File: src/ffa_pkg.sv
// Shared types, constants and cell control codes for the first-fit heap allocator.
// No dependencies.
package ffa_pkg;

  localparam int MAX_BLOCKS = 64;
  localparam int IDX_W      = $clog2(MAX_BLOCKS);
  localparam int CNT_W      = $clog2(MAX_BLOCKS + 1);
  localparam int PAGE_BYTES = 4096;
  localparam int PAGE_W     = $clog2(PAGE_BYTES);

  localparam logic [1:0] ST_OK        = 2'd0;
  localparam logic [1:0] ST_FULL      = 2'd1;
  localparam logic [1:0] ST_NOT_FOUND = 2'd2;

  localparam logic FUNC_ALLOC = 1'b0;
  localparam logic FUNC_FREE  = 1'b1;

  localparam logic [1:0] OP_HOLD = 2'd0;
  localparam logic [1:0] OP_ROT  = 2'd1;
  localparam logic [1:0] OP_INS  = 2'd2;
  localparam logic [1:0] OP_REM  = 2'd3;

  typedef struct packed {
    logic        func;
    logic [24:0] request_size;
    logic [31:0] block_address;
  } req_t;

  typedef struct packed {
    logic [1:0]  status;
    logic [31:0] result_address;
    logic [31:0] heap_top;
  } rsp_t;

  typedef struct packed {
    logic [31:0] base;
    logic [31:0] limit;
  } entry_t;

  typedef struct packed {
    logic [1:0]       op;
    logic [31:0]      run;
    logic [31:0]      new_limit;
    logic [CNT_W-1:0] count;
    logic [IDX_W-1:0] rem_idx;
  } cell_ctl_t;

endpackage

File: src/ffa_cell.sv
// One table entry of the sorted block chain: rotate, insert and remove shifts.
// Depends on ffa_pkg.
module ffa_cell (
  input  logic                     clk,
  input  logic [ffa_pkg::IDX_W-1:0] index,
  input  ffa_pkg::cell_ctl_t       ctl,
  input  ffa_pkg::entry_t          left,
  input  logic                     left_le,
  input  ffa_pkg::entry_t          right,
  output ffa_pkg::entry_t          entry,
  output logic                     le
);

  assign le = ({1'b0, index} < ctl.count) && (entry.base <= ctl.run);

  always_ff @(posedge clk) begin
    unique case (ctl.op)
      ffa_pkg::OP_ROT: entry <= right;
      ffa_pkg::OP_INS: begin
        if (!le) begin
          if (left_le) begin
            entry.base  <= ctl.run;
            entry.limit <= ctl.new_limit;
          end else begin
            entry <= left;
          end
        end
      end
      ffa_pkg::OP_REM: begin
        if (index >= ctl.rem_idx) entry <= right;
      end
      default: entry <= entry;
    endcase
  end

endmodule
File: config.mk
export PLATFORM = sky130hd
export DESIGN_NAME = ffa_cell
export DESIGN_NICKNAME = d
export VERILOG_FILES = /design/src/ffa_pkg.sv /design/src/ffa_cell.sv
export SDC_FILE = /design/constraint.sdc
export NUM_CORES = 1
export LEC_CHECK = 0
export ABC_AREA = 1
export BUFFER_PORTS_ARGS = -buffer_cell sky130_fd_sc_hd__buf_2
export CAP_MARGIN = 20
export CORE_MARGIN = 4
export CORE_UTILIZATION = 35
export CTS_CLUSTER_SIZE = 12
export DETAILED_ROUTE_END_ITERATION = 16
export GPL_ROUTABILITY_DRIVEN = 0
export PLACE_DENSITY_LB_ADDON = 0.3
export SYNTH_ARGS = -nofsm -noshare
export SYNTH_HDL_FRONTEND = slang
export SYNTH_SLANG_ARGS = --single-unit
File: constraint.sdc
create_clock -name clk -period 6.5 [get_ports clk]
set_clock_uncertainty 0.1 [all_clocks]
set_input_delay 1.3 -clock clk [delete_from_list [all_inputs] [get_ports clk]]
set_output_delay 1.3 -clock clk [all_outputs]
set_load 0.02 [all_outputs]
Yosys cells after proc, flatten, opt, wreduce, memory -nomap -nowiden
Index checks and enable logic that the tools add are counted.

word-level totals
  register bits = 64
  bits in latches = 0
  bits in writable memories = 0
  bits in read-only memories = 0
  input bits = 215
  output and inout port bits = 65
  logic and storage cells = 17
  memories = 0

operators by class
  add/subtract/negate cells = 0
  $mul = 0
  div/mod/pow operators = 0
  $lt $le $gt $ge = 3
  eq/ne operators = 5
  shift-type cells = 0
  mux-type cells = 4
  bitwise operators = 0
  reduce and logical (&&, ||, !) cells = 3

operator list
  operator                                                               number
  64-bit 2-to-1 mux                                                      3
  64-bit one-hot mux with 3 select lines                                 1
  32-bit <= comparator                                                   1
  6-bit by 7-bit less-than comparator with 1-bit output                  1
  6-bit >= comparator                                                    1
  2-bit equality test, second input constant                             2
  2-bit inequality test, second input constant                           2
  3-bit AND reduction                                                    1
  3-bit nonzero test                                                     1
  2-bit by 1-bit equality test with 1-bit output, second input constant  1
  1-bit logical AND                                                      1

Longest topological paths before layout
  word-level depth = 4
  mapped depth = 17
  gate-level depth less buffers = 17

Worst setup path before layout
No wires, ideal clock.

  kind = input -> output
  start point = input ctl[52] (netlist bit)
  end point = output le
  arrival = 2.604 ns
  required time = 5.100 ns
  path slack = 2.496 ns
  cell stages on the path = 10
  buffers on the path = 0
  cells stage by stage = inv_1 ha_1 a21o_1 nor2_1 nand2_1 nand2_1 nand2_1 nand2_1 nand2_1 a21boi_0

on the way
  word-level cells in the longest chain between the ends = 2

RTL lines
  item                  line            source
  start, declared       ffa_cell.sv:6   input ffa_pkg::cell_ctl_t ctl,
  32-bit <= comparator  ffa_cell.sv:14  assign le = ({1'b0, index} < ctl.count) && (entry.base <= ctl.run);
  1-bit logical AND     ffa_cell.sv:14
  end, declared         ffa_cell.sv:11  output logic le

Every way passes these cells.

Final worst setup path
  start point = input ctl[64] (netlist bit)
  end point = output le

The elaborated chain is that of the path after synthesis.

==> summary.txt <==
Clock tree
  • Post-CTS setup buffers: 0
  • Clk_lat worst skew: 0.32 ns
  • H-tree depth: 3
  • Hold_buf cts: 0
  • CTS Sinks: 64
  • CTS root buffer: clkbuf_16
  • CTS tree: done
  • Post-CTS Resized: 0
  • Clock slew at reported path FFs: 0.06 ns
  • Clock buffer depth: 2
  • Num CTS Buffers: 9

Timing
  • Tmin final: 4.07 ns
  • Setup TNS Final: 0 ns
  • Relative slew slack: 0.497
  • Setup Viol. Count Final: 0
  • Highest clock rate: 246 MHz
  • RSZ-0062 raised after global routing: false
  • Tcrit/Tclk final: 0.626
  • Worst slew pin tran: 0.753 ns
  • Hold WS: 1.22 ns
  • Final Max Slew Viols: 0
  • Hold Violations, Final: 0

Placement
  • Placed Instances: 968
  • IO buf count: 279
  • Detailed Place HPWL: 10.6 mm

Worst setup path
  • Slowest Stage Delay on Critical Path: 0.29 ns
  • Crit. End Element: primary output
  • Startpoint Class: input port
  • Cell Chain, Critical Path: buf_2, inv_1, ha_1, nand2_1, inv_1, nand2_1, nand2_1, nand2_1, nand3_1, a21oi_1, nand2_1, a21boi_0, buf_2
  • Setup CP Type: in -> out
  • Flop2flop setup slack: 3.51 ns
  • Worst EP required: 5.10 ns
  • Crit path DAT: 2.67 ns
  • Crit path top cell by count: nand2_1
  • Critical path peak fanout: 2
  • CP max-delay cell: ha_1

Power
  • Sw Ratio: 0.298
  • Static Leak: 0.00324 µW
  • Power per Cell Area: 228 nW/µm²
  • Clk pwr share: 0.372
  • Power share of the sequential group: 0.375
  • Peak VDD IR: 0.129 mV
  • Net switching power: 425 µW
  • Comb pwr share: 0.253
  • Cell Int Power: 1000 µW

Routing
  • Residual DRC: 0
  • Met3 WL: 1.20 mm
  • Routed length per instance: 13.7 µm
  • Final ANT Viol Nets: 0
  • Initial DRC Count: 171
  • Routed wire length: 13.5 mm
  • Via-to-Cell Ratio: 4.61
  • DR pass1 iterations: 4
  • Vias: 4539
  • Uppermost routed layer: met4
  • WL met1: 5.34 mm
  • WL met2: 6.82 mm

Global routing
  • Initial antenna violation count: 1
  • Gr usage total: 0.181
  • First-pass GRT wire length: 21.0 mm
  • Grt ovf: 0
  • Vias in the first global route: 4464
  • Largest net degree at the start of global routing: 79

Yosys
  • Syn Nets: 804
  • Mean Syn Cell Area: 8.06 µm²
  • Synth unique cells: 21
  • Flops & latches, synth: 64
  • Synth area leaders: edfxtp_1 (44%), nand2_1 (15%), ha_1 (13%)
  • Register area share after synthesis: 0.438
  • Area leader, netlist: edfxtp_1
  • Synthesis warning total: 0
  • Post-Synthesis Cells: 544
  • Synth top area share: 0.438
  • Post-synthesis cell area: 4380 µm²

Finish
  • Share of cells above drive strength 1: 0.375
  • Area Overhead vs Synth: 42.5%
  • Fill count: 1244
  • Max FFs per register: 64
  • Most frequent cells in the layout: buf_2 (279), nand2_1 (174), nor2_1 (75), a31oi_1 (64), edfxtp_1 (64)
  • Non-filler cells, final: 985
  • Biggest register: entry
  • Most common cell after layout, fill and taps aside: buf_2
  • Biggest regs: entry x64
  • # nets final: 1071

Die
  • Die span in y: 120 µm
  • Die X: 120 µm
  • Row cnt: 40
  • Full die area: 14400 µm²
  • Starting Density: 0.360
  • Core area: 12200 µm²
  • Num ports: 280

Flow run
  • Max Cap Viol: 0

Hold path
  • Hold Path Class: in -> reg

Status
  • Status: finished clean
-- layout make-up --
class | count | area (µm²) | share of cell area
Clock inverter | 7 | 103 | 0.0164
Multi-Input combinational cell | 395 | 2130 | 0.341
Clock buffer | 9 | 225 | 0.0361
Timing Repair Buffer | 283 | 1440 | 0.230
Antenna cell | 1 | 2.50 | 0.000401
Tap cell | 168 | 210 | 0.0336
Sequential cell | 64 | 1920 | 0.308
Inverter | 58 | 218 | 0.0348
-- worst paths after layout --
kind,to,from,depth (start not counted)
worst min-delay path,entry[0],right[0],3
worst min register to register,entry[59],entry[48],8
worst max register to register,entry[21],entry[39],14
worst max-delay path,le,ctl[64],13
-- per-layer routing --
metal,vias to the layer above,track usage
met5,-,0
met4,0,0.0508
met3,11,0.0556
met2,177,0.324
met1,1980,0.209
li1,2371,-
-- power by group through the flow --
stage	Clock (µW)	Combinational, µW	Sequential [µW]
6_report	530	360	534
5_1_grt	564	408	540
4_1_cts	545	367	535
3_5_place_dp	0	366	542
3_3_place_gp	0	364	541
2_1_floorplan	0	154	602
-- synth_stat cells --
cell         n
clkbuf_1     7
nor2_2       2
inv_2        2
a21o_1       2
a21oi_1     17
a221oi_2     1
inv_1       56
ha_1        45
a31oi_1     64
a21boi_0     1
nand3_1      5
nand4_1      3
buf_2       19
nand2_1    174
o21a_1       1
o2111ai_1    1
nor2_1      75
buf_4        1
edfxtp_1    64
o21ai_0      3
o211ai_1     1
-- worst max-delay path: cells and delay by family --
kind / cells / cell delay (ns)
AO/OA/AOI/OAI: 2 / 0.28
adder cells (fa/ha/maj): 1 / 0.29
buffers and inverters: 4 / 0.39
AND/OR/NAND/NOR: 6 / 0.41
-- per-stage QoR --
stage	util	setup WS, ns	area (µm²)	total power (µW)
floorplan	-	2.50	4380	756
global placement	0.485	2.41	5900	905
detailed placement	0.487	2.41	5920	909
CTS	0.513	2.40	6240	1450
global route	0.514	2.22	6250	1510
finish	0.514	2.43	6250	1420
-- cells by family after synthesis --
kind of cell               count (synthesis)  share of synthesized area
AOI/OAI and AO/OA                         91                      0.128
adders and majority gates                 45                      0.128
buffers and inverters                     85                     0.0791
DFF                                       64                      0.438
and+or+nand+nor                          259                      0.226
Power figures use the tool's default switching activity.
